**src/ntgc_pkg.sv**
```systemverilog
// Package with the beat types, control types, constants and font table of the glyph column renderer.
`timescale 1ns / 1ps

package ntgc_pkg;

    typedef enum logic [1:0] {
        ACT_NUMBER    = 2'd0,
        ACT_TWO_DIGIT = 2'd1,
        ACT_GLYPH     = 2'd2,
        ACT_NONE      = 2'd3
    } t_action;

    typedef struct packed {
        t_action     action;
        logic [15:0] number;
        logic [4:0]  glyph_code;
    } t_in_item;

    typedef struct packed {
        logic [7:0] top_byte;
        logic [7:0] bottom_byte;
        logic       last;
    } t_out_item;

    typedef enum logic [1:0] {
        ST_IDLE = 2'd0,
        ST_PREP = 2'd1,
        ST_EMIT = 2'd2
    } t_state;

    typedef struct packed {
        logic load;
        logic prep;
        logic emit;
    } t_dp_cmd;

    typedef struct packed {
        logic in_none;
        logic col_end;
        logic glyph_end;
        logic out_free;
    } t_dp_sts;

    localparam int unsigned MAX_DIGITS  = 5;
    localparam int unsigned COL_W       = 3;
    localparam int unsigned GLYPH_IDX_W = 3;
    localparam logic [4:0]  GLYPH_BLANK = 5'd20;
    localparam logic [4:0]  GLYPH_COUNT = 5'd21;
    localparam logic [COL_W-1:0] GAP_COLS = 3'd3;
    localparam logic [COL_W-1:0] COL_LAST = 3'd7;
    localparam logic [15:0] TWO_DIGIT_MAX = 16'd99;

    localparam logic [16:0] POW10 [MAX_DIGITS+1] = '{
        17'd1, 17'd10, 17'd100, 17'd1000, 17'd10000, 17'd100000
    };

    function automatic logic [4:0] clean_code(input logic [4:0] code);
        clean_code = (code >= GLYPH_COUNT) ? GLYPH_BLANK : code;
    endfunction

    // Five font columns, column 0 in the low bits, each as {bottom, top}.
    function automatic logic [79:0] glyph_row(input logic [4:0] code);
        logic [79:0] row;
        unique case (code)
            5'd0:    row = 80'h1F7C_2002_2002_2002_1F7C;
            5'd1:    row = 80'h1F7C_0000_0000_0000_0000;
            5'd2:    row = 80'h007C_2082_2082_2082_1F00;
            5'd3:    row = 80'h1F7C_2082_2082_2082_0000;
            5'd4:    row = 80'h1F7C_0080_0080_0080_007C;
            5'd5:    row = 80'h1F00_2082_2082_2082_007C;
            5'd6:    row = 80'h1F00_2082_2082_2082_1F7C;
            5'd7:    row = 80'h1F7C_0002_0002_0002_007C;
            5'd8:    row = 80'h1F7C_2082_2082_2082_1F7C;
            5'd9:    row = 80'h1F7C_2082_2082_2082_007C;
            5'd10:   row = 80'h3F7C_0082_0082_0082_3F7C;
            5'd11:   row = 80'h037C_0C00_3000_0C00_037C;
            5'd12:   row = 80'h1F7C_2000_3F00_2000_1F7C;
            5'd13:   row = 80'h3F00_0080_0080_0080_3F7C;
            5'd14:   row = 80'h3F00_0080_3F80_0080_3F00;
            5'd15:   row = 80'h0000_2082_2082_2082_1F7C;
            5'd16:   row = 80'h1F7C_0002_0002_0002_1F7C;
            5'd17:   row = 80'h007C_0082_0082_0082_1F7C;
            5'd18:   row = 80'h0002_0002_3F7E_0002_0002;
            5'd19:   row = 80'h0000_0000_0630_0630_0000;
            default: row = 80'h0;
        endcase
        glyph_row = row;
    endfunction

    // Returns {bottom, top} for display column col of a glyph, gap columns first.
    function automatic logic [15:0] glyph_column(input logic [4:0] code,
                                                 input logic [COL_W-1:0] col);
        logic [79:0]      row;
        logic [COL_W-1:0] idx;
        row = glyph_row(code);
        idx = col - GAP_COLS;
        if (col < GAP_COLS) begin
            glyph_column = 16'h0;
        end else begin
            glyph_column = row[16*idx +: 16];
        end
    endfunction

endpackage

```
**src/number_to_glyph_columns.sv**
```systemverilog
// Top level of the glyph column renderer: controller and datapath.
// An accepted request passes the PREP state, the EMIT state and the output register
// before its first column beat; no new request is taken until its last column is emitted.
// G glyphs are shown, G being DIGIT_COUNT, 2 or 1 for actions 0, 1, 2, each after a
// PREP step for its digit; one column per cycle with no output stall. Action 3 gives no beats.
// Reset: synchronous, active low; clears the state machine, the counters and output valid.
`timescale 1ns / 1ps

module number_to_glyph_columns #(
    parameter int unsigned DIGIT_COUNT = 5
) (
    input  logic                i_clk,
    input  logic                i_rst_n,
    input  logic                i_in_valid,
    output logic                o_in_stall,
    input  ntgc_pkg::t_in_item  i_in_data,
    output logic                o_out_valid,
    input  logic                i_out_stall,
    output ntgc_pkg::t_out_item o_out_data
);

    ntgc_pkg::t_dp_cmd cmd;
    ntgc_pkg::t_dp_sts sts;

    ntgc_ctrl u_ctrl (
        .i_clk      (i_clk),
        .i_rst_n    (i_rst_n),
        .i_in_valid (i_in_valid),
        .o_in_stall (o_in_stall),
        .i_sts      (sts),
        .o_cmd      (cmd)
    );

    ntgc_dp #(
        .DIGIT_COUNT (DIGIT_COUNT)
    ) u_dp (
        .i_clk       (i_clk),
        .i_rst_n     (i_rst_n),
        .i_in_data   (i_in_data),
        .i_cmd       (cmd),
        .o_sts       (sts),
        .o_out_valid (o_out_valid),
        .i_out_stall (i_out_stall),
        .o_out_data  (o_out_data)
    );

endmodule

```
**src/ntgc_ctrl.sv**
```systemverilog
// Controller state machine that sequences digit extraction and column output.
`timescale 1ns / 1ps

module ntgc_ctrl (
    input  logic              i_clk,
    input  logic              i_rst_n,
    input  logic              i_in_valid,
    output logic              o_in_stall,
    input  ntgc_pkg::t_dp_sts i_sts,
    output ntgc_pkg::t_dp_cmd o_cmd
);

    ntgc_pkg::t_state r_state;
    ntgc_pkg::t_state n_state;

    always_ff @(posedge i_clk) begin
        if (!i_rst_n) begin
            r_state <= ntgc_pkg::ST_IDLE;
        end else begin
            r_state <= n_state;
        end
    end

    always_comb begin
        n_state = r_state;
        unique case (r_state)
            ntgc_pkg::ST_IDLE: begin
                if (i_in_valid && !i_sts.in_none) begin
                    n_state = ntgc_pkg::ST_PREP;
                end
            end
            ntgc_pkg::ST_PREP: begin
                n_state = ntgc_pkg::ST_EMIT;
            end
            ntgc_pkg::ST_EMIT: begin
                if (i_sts.out_free && i_sts.col_end) begin
                    n_state = i_sts.glyph_end ? ntgc_pkg::ST_IDLE : ntgc_pkg::ST_PREP;
                end
            end
            default: n_state = ntgc_pkg::ST_IDLE;
        endcase
    end

    always_comb begin
        o_cmd      = '0;
        o_in_stall = 1'b1;
        unique case (r_state)
            ntgc_pkg::ST_IDLE: begin
                o_in_stall = 1'b0;
                o_cmd.load = i_in_valid;
            end
            ntgc_pkg::ST_PREP: begin
                o_cmd.prep = 1'b1;
            end
            ntgc_pkg::ST_EMIT: begin
                o_cmd.emit = i_sts.out_free;
            end
            default: begin
                o_in_stall = 1'b1;
            end
        endcase
    end

endmodule

```
**src/ntgc_dp.sv**
```systemverilog
// Datapath: operand capture, digit extraction, glyph counters, font lookup and output register.
`timescale 1ns / 1ps

module ntgc_dp #(
    parameter int unsigned DIGIT_COUNT = 5
) (
    input  logic                i_clk,
    input  logic                i_rst_n,
    input  ntgc_pkg::t_in_item  i_in_data,
    input  ntgc_pkg::t_dp_cmd   i_cmd,
    output ntgc_pkg::t_dp_sts   o_sts,
    output logic                o_out_valid,
    input  logic                i_out_stall,
    output ntgc_pkg::t_out_item o_out_data
);

    localparam logic [16:0] NUM_LIMIT = ntgc_pkg::POW10[DIGIT_COUNT] - 17'd1;
    localparam logic [ntgc_pkg::GLYPH_IDX_W-1:0] LAST_DIGIT =
        ntgc_pkg::GLYPH_IDX_W'(DIGIT_COUNT - 1);

    ntgc_pkg::t_action                 r_action;
    logic [15:0]                       r_rem;
    logic [4:0]                        r_lead;
    logic [4:0]                        r_code;
    logic                              r_shown;
    logic [ntgc_pkg::GLYPH_IDX_W-1:0]  r_glyph;
    logic [ntgc_pkg::GLYPH_IDX_W-1:0]  r_glyph_last;
    logic [ntgc_pkg::COL_W-1:0]        r_col;
    logic                              r_out_valid;
    ntgc_pkg::t_out_item               r_out;

    logic [ntgc_pkg::GLYPH_IDX_W-1:0]  place;
    logic [3:0]                        digit;
    logic [16:0]                       sub_val;
    logic [15:0]                       n_rem;
    logic                              n_shown;
    logic [4:0]                        n_code;
    logic [15:0]                       load_num;
    logic [ntgc_pkg::GLYPH_IDX_W-1:0]  load_last;
    logic [15:0]                       column;
    logic                              col_end;
    logic                              glyph_end;

    assign col_end   = (r_col == ntgc_pkg::COL_LAST);
    assign glyph_end = (r_glyph == r_glyph_last);

    assign o_sts.in_none   = (i_in_data.action == ntgc_pkg::ACT_NONE);
    assign o_sts.col_end   = col_end;
    assign o_sts.glyph_end = glyph_end;
    assign o_sts.out_free  = !r_out_valid || !i_out_stall;

    // Operand saturation at capture time.
    always_comb begin
        load_num  = i_in_data.number;
        load_last = '0;
        unique case (i_in_data.action)
            ntgc_pkg::ACT_NUMBER: begin
                if ({1'b0, i_in_data.number} > NUM_LIMIT) begin
                    load_num = NUM_LIMIT[15:0];
                end
                load_last = LAST_DIGIT;
            end
            ntgc_pkg::ACT_TWO_DIGIT: begin
                if (i_in_data.number > ntgc_pkg::TWO_DIGIT_MAX) begin
                    load_num = ntgc_pkg::TWO_DIGIT_MAX;
                end
                load_last = ntgc_pkg::GLYPH_IDX_W'(1);
            end
            default: load_last = '0;
        endcase
    end

    // One decimal digit per glyph: compare against every multiple of the current place.
    always_comb begin
        if (r_action == ntgc_pkg::ACT_NUMBER) begin
            place = LAST_DIGIT - r_glyph;
        end else begin
            place = ntgc_pkg::GLYPH_IDX_W'(1) - r_glyph;
        end
        digit   = 4'd0;
        sub_val = 17'd0;
        for (int i = 0; i < ntgc_pkg::MAX_DIGITS; i++) begin
            for (int k = 1; k < 10; k++) begin
                if (place == ntgc_pkg::GLYPH_IDX_W'(i)
                        && {1'b0, r_rem} >= 17'(k) * ntgc_pkg::POW10[i]) begin
                    digit   = 4'(k);
                    sub_val = 17'(k) * ntgc_pkg::POW10[i];
                end
            end
        end
        n_rem = r_rem - sub_val[15:0];
    end

    always_comb begin
        n_shown = r_shown;
        unique case (r_action)
            ntgc_pkg::ACT_NUMBER: begin
                // Leading zeros stay blank; the final digit always shows.
                n_shown = r_shown || (digit != 4'd0) || (r_glyph == LAST_DIGIT);
                n_code  = n_shown ? {1'b0, digit} : ntgc_pkg::GLYPH_BLANK;
            end
            ntgc_pkg::ACT_TWO_DIGIT: begin
                n_code = (r_glyph == '0 && digit == 4'd0) ? r_lead : {1'b0, digit};
            end
            default: n_code = r_lead;
        endcase
    end

    assign column = ntgc_pkg::glyph_column(r_code, r_col);

    always_ff @(posedge i_clk) begin
        if (!i_rst_n) begin
            r_glyph     <= '0;
            r_col       <= '0;
            r_out_valid <= 1'b0;
        end else begin
            if (i_cmd.load) begin
                r_glyph <= '0;
                r_col   <= '0;
            end else if (i_cmd.emit) begin
                r_col <= r_col + ntgc_pkg::COL_W'(1);
                if (col_end) begin
                    r_glyph <= r_glyph + ntgc_pkg::GLYPH_IDX_W'(1);
                end
            end
            if (i_cmd.emit) begin
                r_out_valid <= 1'b1;
            end else if (!i_out_stall) begin
                r_out_valid <= 1'b0;
            end
        end
    end

    always_ff @(posedge i_clk) begin
        if (i_cmd.load) begin
            r_action     <= i_in_data.action;
            r_rem        <= load_num;
            r_lead       <= ntgc_pkg::clean_code(i_in_data.glyph_code);
            r_shown      <= 1'b0;
            r_glyph_last <= load_last;
        end
        if (i_cmd.prep) begin
            r_rem   <= n_rem;
            r_shown <= n_shown;
            r_code  <= n_code;
        end
        if (i_cmd.emit) begin
            r_out.top_byte    <= column[7:0];
            r_out.bottom_byte <= column[15:8];
            r_out.last        <= col_end && glyph_end;
        end
    end

    assign o_out_valid = r_out_valid;
    assign o_out_data  = r_out;

    a_glyph_in_range: assert property (@(posedge i_clk) disable iff (!i_rst_n)
        i_cmd.emit |-> r_glyph <= r_glyph_last)
        else $error("glyph counter ran past the last glyph of the request");

    a_load_clears: assert property (@(posedge i_clk) disable iff (!i_rst_n)
        i_cmd.load |=> r_col == '0 && r_glyph == '0)
        else $error("counters not cleared after a request was taken");

    a_prep_at_glyph_start: assert property (@(posedge i_clk) disable iff (!i_rst_n)
        i_cmd.prep |-> r_col == '0)
        else $error("digit extraction outside a glyph boundary");

    a_last_marked: assert property (@(posedge i_clk) disable iff (!i_rst_n)
        i_cmd.emit && col_end && glyph_end |=> r_out_valid && r_out.last)
        else $error("final column of a request not marked last");

endmodule

```
**config.mk**
```make
export PLATFORM = sky130hd
export DESIGN_NAME = number_to_glyph_columns
export DESIGN_NICKNAME = d
export VERILOG_FILES = /design/src/ntgc_pkg.sv /design/src/number_to_glyph_columns.sv /design/src/ntgc_ctrl.sv /design/src/ntgc_dp.sv
export SDC_FILE = /design/constraint.sdc
export NUM_CORES = 1
export LEC_CHECK = 0
export BUFFER_PORTS_ARGS = -buffer_cell sky130_fd_sc_hd__buf_2
export CAP_MARGIN = 0
export CORE_MARGIN = 5
export CORE_UTILIZATION = 55
export CTS_CLUSTER_DIAMETER = 120
export DETAILED_ROUTE_END_ITERATION = 10
export GPL_ROUTABILITY_DRIVEN = 0
export PLACE_DENSITY = 0.82
export SYNTH_ARGS = -nofsm -noshare
export SYNTH_HDL_FRONTEND = slang
export SYNTH_HIERARCHICAL = 1
export SYNTH_SLANG_ARGS = --single-unit
```
**constraint.sdc**
```tcl
create_clock -name i_clk -period 8 [get_ports i_clk]
set_input_delay 1.6 -clock i_clk [delete_from_list [all_inputs] [get_ports i_clk]]
set_output_delay 1.6 -clock i_clk [all_outputs]
set_load 0.01 [all_outputs]
```
# After elaboration in Yosys (flattened, before gate mapping)

Memories as Yosys holds them, arrays and structs flattened. A register that Yosys moved wholly into a read port is not among the register bits.
Index checks and enable logic that the tools add are counted.
W data, S select, Z words.

Bitwise gates (word level): 1
Order comparisons: 49
$add $sub $neg: 6
Equality and inequality tests: 16
Multiplexer cells: 114
Reduce and logical (&&, ||, !) cells: 67
Shift operators: 1

Operators by type and width:

| operator               | count |
|---|---|
| $mux W4                | 41 |
| $mux W16               | 10 |
| $ge A16 B10 Y1 const B | 5 |
| $shiftx A80 B8 Y16     | 1 |
| $ge A16 B13 Y1 const B | 4 |
| $ge A16 B3 Y1 const B  | 4 |
| $ge A16 B7 Y1 const B  | 4 |
| $mux W13               | 4 |
| $ge A16 B17 Y1 const B | 3 |
| $mux W10               | 5 |
| $logic_and A1 B1 Y1    | 49 |
| $ge A16 B16 Y1 const B | 3 |
| $ge A16 B4 Y1 const B  | 3 |
| $ge A16 B6 Y1 const B  | 3 |
| $ge A16 B9 Y1 const B  | 3 |
| $ge A16 B12 Y1 const B | 2 |
| $ge A16 B14 Y1 const B | 2 |
| $ge A16 B15 Y1 const B | 2 |
| $ge A16 B2 Y1 const B  | 2 |
| $ge A16 B5 Y1 const B  | 2 |
| $pmux W16 S2           | 1 |
| $mux W15               | 2 |
| $mux W14               | 2 |
| $mux W7                | 4 |
| 41 further kinds       | 93 |

Memories: 1
Register bits: 58
ROM bits: 1600
Input bits: 27
Logic and storage cells: 268
Output and inout bits: 19

Memory list:

| name             | words | bits a word | read ports | clocked after memory_dff | wr ports | RTL line       | source |
|---|---|---|---|---|---|---|---|
| (name not given) | 32    | 50          | 1          | 1                        | 0        | ntgc_pkg.sv:64 | `unique case (code)` |

# Longest topological paths before layout

Gate-level depths: netlist of the first run.

Depth after elaboration: 55
Gate-level depth with buffers: 26

# Modules after synthesis

The synthesis of the first run kept the hierarchy.

Modules (own cells, without submodules):

| module    | cells each | times used | area each (um^2) | sequential area each (um^2) |
|---|---|---|---|---|
| ntgc_dp   | 725        | 1          | 6042.0           | 1781.7 |
| ntgc_ctrl | 16         | 1          | 138.9            | 40.0 |

# Worst setup path before layout of the first run

OpenSTA, ideal clock, no wires.

Path kind: reg-to-reg
From: reg u_dp/r_glyph[0] (netlist name)
To: reg u_dp.r_rem[12] (data pin)
Required time: 7.730 ns
Setup time: 0.270 ns
Path buffers: 1
Cell stages (with the launch flop): 26
Period minus slack after synthesis: 5.554 ns
Data arrival time: 5.284 ns
Setup slack: 2.446 ns
Cells stage by stage: dfxtp_1 > buf_4 > clkinv_1 > ha_1 > ha_1 > or4b_2 > nor2_1 > o211ai_1 > inv_1 > o2bb2ai_1 > a221oi_1 > o21ai_0 > a21oi_1 > nor2_1 > fa_1 > a21o_1 > a21oi_1 > o21ai_0 > a21oi_1 > o21ai_0 > a21oi_1 > o21bai_1 > a21o_1 > a211oi_1 > nor4_1 > or3b_2

Cells in the longest elaborated chain, start to end: 51
Elaborated cells on any way between the ends: 100
Classes of those cells: add/sub (3); eq/ne (4); mux (47); reduce/logical (46)

Ends and longest elaborated chain:

| element                                               | RTL line                     | source |
|---|---|---|
| start: declaration                                    | ntgc_dp.sv:26                | `logic [ntgc_pkg::GLYPH_IDX_W-1:0] r_glyph;` |
| start signal: assignment                              | ntgc_dp.sv:123               | `r_glyph <= r_glyph + ntgc_pkg::GLYPH_IDX_W'(1);` |
| $sub A1 B3 Y3 / $sub A3 B3 Y3 (equally long branches) | ntgc_dp.sv:78, ntgc_dp.sv:76 |  |
| $mux W3 *                                             | ntgc_dp.sv:75                | `if (r_action == ntgc_pkg::ACT_NUMBER) begin` |
| $logic_not A3 Y1                                      | ntgc_dp.sv:84                | `if (place == ntgc_pkg::GLYPH_IDX_W'(i)` |
| $logic_and A1 B1 Y1                                   | ntgc_dp.sv:85                | `&& {1'b0, r_rem} >= 17'(k) * ntgc_pkg::POW10[i]) begin` |
| $mux W1                                               | ntgc_dp.sv:84                |  |
| $mux W2 (2 in series)                                 | ntgc_dp.sv:84                |  |
| $mux W3 (4 in series)                                 | ntgc_dp.sv:84                |  |
| $mux W4 (3 in series)                                 | ntgc_dp.sv:84                |  |
| (+19 left out)                                        | n/a                          |  |
| $mux W12 (2 in series)                                | ntgc_dp.sv:84                |  |
| $mux W13 (4 in series)                                | ntgc_dp.sv:84                |  |
| $mux W14 (2 in series)                                | ntgc_dp.sv:84                |  |
| $mux W15 (2 in series)                                | ntgc_dp.sv:84                |  |
| $mux W16 (5 in series)                                | ntgc_dp.sv:84                |  |
| $mux W16 *                                            | ntgc_dp.sv:84                |  |
| $sub A16 B16 Y16 *                                    | ntgc_dp.sv:91                | `n_rem = r_rem - sub_val[15:0];` |
| $mux W16 *                                            | ntgc_dp.sv:142               | `if (i_cmd.prep) begin` |
| end signal: assignment                                | ntgc_dp.sv:137               | `r_rem <= load_num;` |
| end signal: assignment                                | ntgc_dp.sv:143               | `r_rem <= n_rem;` |
| end: declaration                                      | ntgc_dp.sv:22                | `logic [15:0] r_rem;` |

Mark *: on every way between the ends. The rest lies on a longest branch, timed or not.
A chain may end at the register's enable or synchronous reset.

# Final worst setup path of the first run

Ends and elaborated chain as after synthesis.

==> results of run 1 <==
area by class of cell:
type	instances	area [um2]	share of cell area
Clock buffer	9	225	0.0341
Clock inverter	7	72.6	0.0110
Inverter	31	116	0.0176
Multi-Input combinational cell	592	3970	0.601
Sequential cell	70	1820	0.276
Tap cell	140	175	0.0265
Timing Repair Buffer	44	225	0.0341
final timing paths:
kind	to	slack, ns	depth (start not counted)
setup reg to reg	u_dp/r_rem[12]	1.54	25
hold / removal	u_ctrl/r_state[0]	0.53	1
setup / recovery	u_dp/r_rem[12]	1.54	25
hold reg to reg	u_ctrl/r_state[0]	0.53	1
worst max-delay path, stage by stage, from the launching register on:
cell and delay, ns:
dfxtp_1 0.50, clkinv_1 0.35, ha_1 0.34, ha_1 0.32
or4b_2 0.67, nor2_4 0.21, nor2_1 0.13, a21oi_1 0.34
o21ai_0 0.15, a21oi_1 0.19, o21ai_0 0.10, a22o_1 0.20
a21boi_0 0.15, o21ai_0 0.09, a21o_1 0.21, ha_1 0.30
inv_1 0.10, o21ai_0 0.10, a21oi_1 0.23, o21ai_0 0.10
a21oi_1 0.23, o21bai_1 0.10, a21o_1 0.21, a211oi_1 0.32
nor4_1 0.07, or3b_2 0.46
synth_stat cells, drive strengths merged, types with 7 or more instances:
cell and n:
a211oi 8, a21boi 11, a21o 15, a21oi 57, a31oi 12, and2 9, buf 25, clkbuf 25
dfxtp 28, edfxtp 42, ha 28, inv 29, mux2i 12, nand2 68, nand3 14, nor2 71
nor2b 14, nor3 19, nor3b 7, nor4 14, o211ai 9, o21ai 63, o311ai 7, o31ai 10
or2 11, or4 7, xnor2 12
layer usage:
layer,vias to the layer above,wire (um),global-route usage
li1,2790,-,-
met1,2792,6920,0.345
met2,394,7640,0.407
met3,71,1640,0.0533
met4,0,495,0.0851
met5,-,0,0
power groups by stage:
stage	sequential [W]	combinational (W)	clock, W
floorplan	0.000478	0.000442	0
global placement	0.000526	0.000483	0
detailed placement	0.000529	0.000501	0
CTS	0.000523	0.000506	0.000412
global route	0.000536	0.000572	0.000427
finish	0.000527	0.000520	0.000407
per-stage QoR:
stage	area [um2]	hold slack, ns	total power, W	utilization	instances
finish	6600	0.526	0.00145	0.604	893
global route	6600	0.568	0.00153	0.604	893
CTS	6600	0.519	0.00144	0.604	893
detailed placement	6310	0.514	0.00103	0.577	877
global placement	6310	0.487	0.00101	0.577	877
floorplan	6190	0.469	0.000919	-	743
kinds of logic after synthesis:
logic type               after synthesis
buffers and inverters                 81
XOR/XNOR                              15
adder cells (fa/ha/maj)               29
other                                  1
multiplexers                          18
AND/OR/NAND/NOR                      270
AO/OA/AOI/OAI                        257
flip-flops                            70
==> impl_metrics.tcl, run 1 <==
set metrics [dict create \
    p_switching_w 0.000561 \
    rr_startpoint "u_dp/r_glyph[0]" \
    die_y_um 116 \
    post_cts_buffers 0 \
    cp.arrival_ns 6.53 \
    tightest_slew_ns 1.24 \
    coreArea_um2 10900 \
    finalCritPeriodShare 0.808 \
    h-tree-depth 3 \
    grtUsageTotal 0.255 \
    hpwl_mm 12.1 \
    hp-start "u_ctrl/r_state[0]" \
    synth_top_area_share 0.204 \
    layout_commonest_cell "nor2_1" \
    synthAdderAreaFrac 0.0599 \
    hold_class "register to register" \
    synthArstFlopShare 0 \
    drc 0 \
    pre_cts_slack_ns 1.73 \
    synth-edff-count 42 \
    ir_drop_uv 147 \
    io_buffers 42 \
    path_max_fanout 9 \
    synth_flop_cell "edfxtp_1" \
    finalHoldViolCount 0 \
    power.leakage_nw 2.56 \
    maxCapViolations 0 \
    power.density_nw_per_um2 220 \
    critPathLaunchType "register" \
    ios 46 \
    synth_compound_area_frac 0.295 \
    fin_crit_ns 6.46 \
    crit_path_end_kind "register" \
    combPwrFrac 0.357 \
    timing.fmax_ghz 0.155 \
    yosysSeqAreaShare 0.295 \
    synth_top_family_by_area "compound AO/OA/AOI/OAI gates" \
    pwr-share-seq 0.363 \
    startpoint "u_dp/r_glyph[0]" \
    synth_seq_cells 70 \
    setup_slack_ns 1.54 \
    cts_tree "yes" \
    dr.pass1.iters 9 \
    rows 38 \
    max_slew_margin 0.169 \
    vias_per_cell 6.77 \
    vias 6047 \
    clock-sinks 70 \
    setup_viol 0 \
    synthXorXnorAreaFrac 0.0213 \
    die_area_um2 13500 \
    synth_mux_area_frac 0.0328 \
    intPower_w 0.000893 \
    hold_buffers 0 \
    routed_wl_mm 16.7 \
    grt_max_degree 31 \
    pwr-share-clk 0.280 \
    yosysWarnings 6 \
    finClkSkew_ns 0.00661 \
    wl_per_cell_um 18.7 \
    postRouteAntennaNets 0 \
    path_class "register to register" \
    synth-simple-area-share 0.231 \
    insertion_delay_ns 0.34 \
    initial_utilization 0.565 \
    nets 804 \
    timing.setup.tns_ns 0 \
    syn2layout_area_growth_pct 6.84 \
    numCtsBuffers 9 \
    drt-initial-drc-count 1048 \
    cts.reportedPaths.clkPinSlew_ns 0.06 \
    status "completed" \
    worstPathRequired_ns 8.07 \
    layout-drive-gt1-share 0.141 \
    cts_root_buffer "clkbuf_16" \
    synthesis.area_um2 6180 \
    die_w_um 116 \
    antenna_found_initial 0 \
    yosys.area.top_type "edfxtp_1" \
    grt_pass1_wl_mm 27.9 \
    synth_cell_types 97 \
    fill_cells 911 \
    slew_violations 0 \
    grt-ovfl-total 0 \
    yosys-top-cells-area "edfxtp_1 20%, dfxtp_1 9.1%, ha_1 5.7%, o21ai_0 4.7%, a21oi_1 4.6%" \
    clockBufferDepth 2 \
    avgSynthCellArea_um2 8.34 \
    rsz0062_at_grt "no" \
    ctsResizeCount 0 \
    syn_inst 741 \
    most-common-layout-cells "69 x nor2_1, 68 x nand2_1, 58 x o21ai_0" \
    swShare 0.386 \
    antenna_cells 0 \
    grt_pass1_vias 5637 \
]
Power figures use the tool's default switching activity.
==> run 2: changes to the inputs <==
--- a/config.mk
+++ b/config.mk
@@ -5,6 +5,7 @@
 export SDC_FILE = /design/constraint.sdc
 export NUM_CORES = 1
 export LEC_CHECK = 0
+export ABC_AREA = 1
 export BUFFER_PORTS_ARGS = -buffer_cell sky130_fd_sc_hd__buf_2
 export CAP_MARGIN = 0
 export CORE_MARGIN = 5
==> constraint.sdc (replaced) <==
create_clock -name i_clk -period 6.6 [get_ports i_clk]
set_input_delay 1.32 -clock i_clk [delete_from_list [all_inputs] [get_ports i_clk]]
set_output_delay 1.32 -clock i_clk [all_outputs]
set_load 0.01 [all_outputs]
==> impl_metrics.tcl, run 2 <==
set metrics [dict create \
    yosys.area.top_type "edfxtp_1" \
    dr.pass1.iters 6 \
    slew_violations 0 \
    worstPathRequired_ns 6.68 \
    h-tree-depth 3 \
    avgSynthCellArea_um2 6.68 \
    nets 968 \
    finClkSkew_ns 0.00995 \
    maxCapViolations 0 \
    io_buffers 42 \
    status "completed" \
    finalHoldViolCount 0 \
    path_class "register to register" \
    grtUsageTotal 0.234 \
    power.leakage_nw 3.12 \
    power_w 0.00215 \
    routed_wl_mm 14.7 \
    ios 46 \
    cts_root_buffer "clkbuf_8" \
    crit_path_end_kind "register" \
    grt_pass1_vias 5359 \
    yosysWarnings 6 \
    max_slew_margin 0.377 \
    clockBufferDepth 2 \
    path_max_fanout 8 \
    hold_class "register to register" \
    synthesis.area_um2 5870 \
    hold_buffers 0 \
    syn2layout_area_growth_pct 8.32 \
    hpwl_mm 11.5 \
    cts_tree "yes" \
    ir_drop_uv 216 \
    setup_slack_ns 0.998 \
    clock-sinks 70 \
    hold_ws_ns 0.519 \
    finalCritPeriodShare 0.849 \
    coreArea_um2 10400 \
    yosys-top-cells-area "edfxtp_1 21%, nand2_1 16%, dfxtp_1 9.6%, inv_1 7.7%, ha_1 6.0%" \
    grt-ovfl-total 0 \
    ctsResizeCount 0 \
    critPathBufInv 4 \
    power.density_nw_per_um2 338 \
    insertion_delay_ns 0.35 \
    synth_flop_cell "edfxtp_1" \
    rsz0062_at_grt "no" \
    most-common-layout-cells "244 x nand2_1, 120 x inv_1, 72 x nor2_1" \
    post_cts_buffers 0 \
    vias 5838 \
    vias_per_cell 5.54 \
    cpMostUsedCell "nand2_1" \
    die_w_um 113 \
    layout-drive-gt1-share 0.120 \
    yosysSeqAreaShare 0.310 \
    rows 37 \
    antenna_found_initial 0 \
    antenna_cells 0 \
    slowest_stage "dfxtp_1" \
    critPathLaunchType "register" \
    synth-edff-count 42 \
    tightest_slew_ns 0.931 \
    die_y_um 113 \
    synth_commonest_cells "244 x nand2_1, 120 x inv_1, 72 x nor2_1, 64 x a21oi_1, 57 x nand3_1" \
    timing.fmax_ghz 0.178 \
    grt_pass1_wl_mm 24.7 \
    cp.arrival_ns 5.69 \
    drc 0 \
    drt-initial-drc-count 730 \
    setup_viol 0 \
    synth_cell_types 56 \
    synth_seq_cells 70 \
    initial_utilization 0.566 \
    cts.reportedPaths.clkPinSlew_ns 0.08 \
    grt_max_degree 32 \
    wl_per_cell_um 14.0 \
    syn_inst 878 \
    synthArstFlopShare 0 \
    layout_commonest_cell "nand2_1" \
    die_area_um2 12800 \
    postRouteAntennaNets 0 \
    synth_top_area_share 0.215 \
    numCtsBuffers 9 \
    timing.setup.tns_ns 0 \
    cp_slowest_stage_delay_ns 0.42 \
    crit_family "compound AO/OA/AOI/OAI gates" \
    pre_cts_slack_ns 1.16 \
    fin_crit_ns 5.60 \
    synth.most_common_cell "nand2_1" \
]
run 2: cell count changes after synthesis, sizes merged, moves of 10 or more:
| cell | delta |
|---|---|
| nor2 | +16 |
| nand3 | +44 |
| clkbuf | -18 |
| nor4 | -12 |
| nand2 | +189 |
| buf | -10 |
| a21o | -15 |
| inv | +102 |
| nor2b | -14 |
| mux2i | -12 |
run 2: layer usage:
layer  track usage  share of wire  up-vias
li1              -              -     2953
met1         0.335           0.47     2574
met2         0.358           0.43      279
met3        0.0390          0.089       32
met4        0.0793          0.018        0
met5             0              0        -
run 2: worst reg2reg max path: cells and delay by family (launching register included):
kind / cells / cell delay [ns]
AO/OA/AOI/OAI: 15 / 2.22
AND/OR/NAND/NOR: 14 / 1.40
adder cells (fa/ha/maj): 3 / 0.86
flip-flops: 1 / 0.42
buffers and inverters: 4 / 0.29
XOR/XNOR: 1 / 0.15
run 2: final timing paths:
check	depth (start not counted)	slack, ns	endpoint	startpoint
setup / recovery	37	1.0	u_dp/r_rem[15]	u_dp/r_glyph[0]
setup reg to reg	37	1.0	u_dp/r_rem[15]	u_dp/r_glyph[0]
hold reg to reg	2	0.52	u_ctrl/r_state[1]	u_ctrl/r_state[0]
hold / removal	2	0.52	u_ctrl/r_state[1]	u_ctrl/r_state[0]
run 2: final cells by class:
type,instances,area [um2]
clock inverters,6,93.8
clock buffers,10,128
repair buffers,43,218
well taps,136,170
fillers,997,4010
inverters,133,499
flip-flops and latches,70,1820
multi-input cells,655,3430
run 2: where the power goes:
part | switching (W) | internal, W
clock | 0.000173 | 0.000216
combinational | 0.000705 | 0.000368
sequential | 0.0000948 | 0.000589
total | 0.000973 | 0.00117
run 2: stage by stage:
stage | util | instances | instance area, um2
2_1_floorplan | - | 880 | 5880
3_3_place_gp | 0.592 | 1037 | 6130
3_5_place_dp | 0.592 | 1037 | 6130
4_1_cts | 0.613 | 1053 | 6360
5_1_grt | 0.613 | 1053 | 6360
6_report | 0.613 | 1053 | 6360
run 2: cells by family (layout without fill, tap and decap cells):
| kind of cell | count (synthesis) | in the layout | share of synthesized area |
|---|---|---|---|
| AO/OA/AOI/OAI | 169 | 169 | 0.164 |
| XOR/XNOR | 9 | 9 | 0.0134 |
| adder cells (fa/ha/maj) | 29 | 29 | 0.0631 |
| buffers and inverters | 155 | 192 | 0.107 |
| flip-flops | 70 | 70 | 0.310 |
| other | 1 | 3 | 0.000639 |
| AND/OR/NAND/NOR | 445 | 445 | 0.341 |
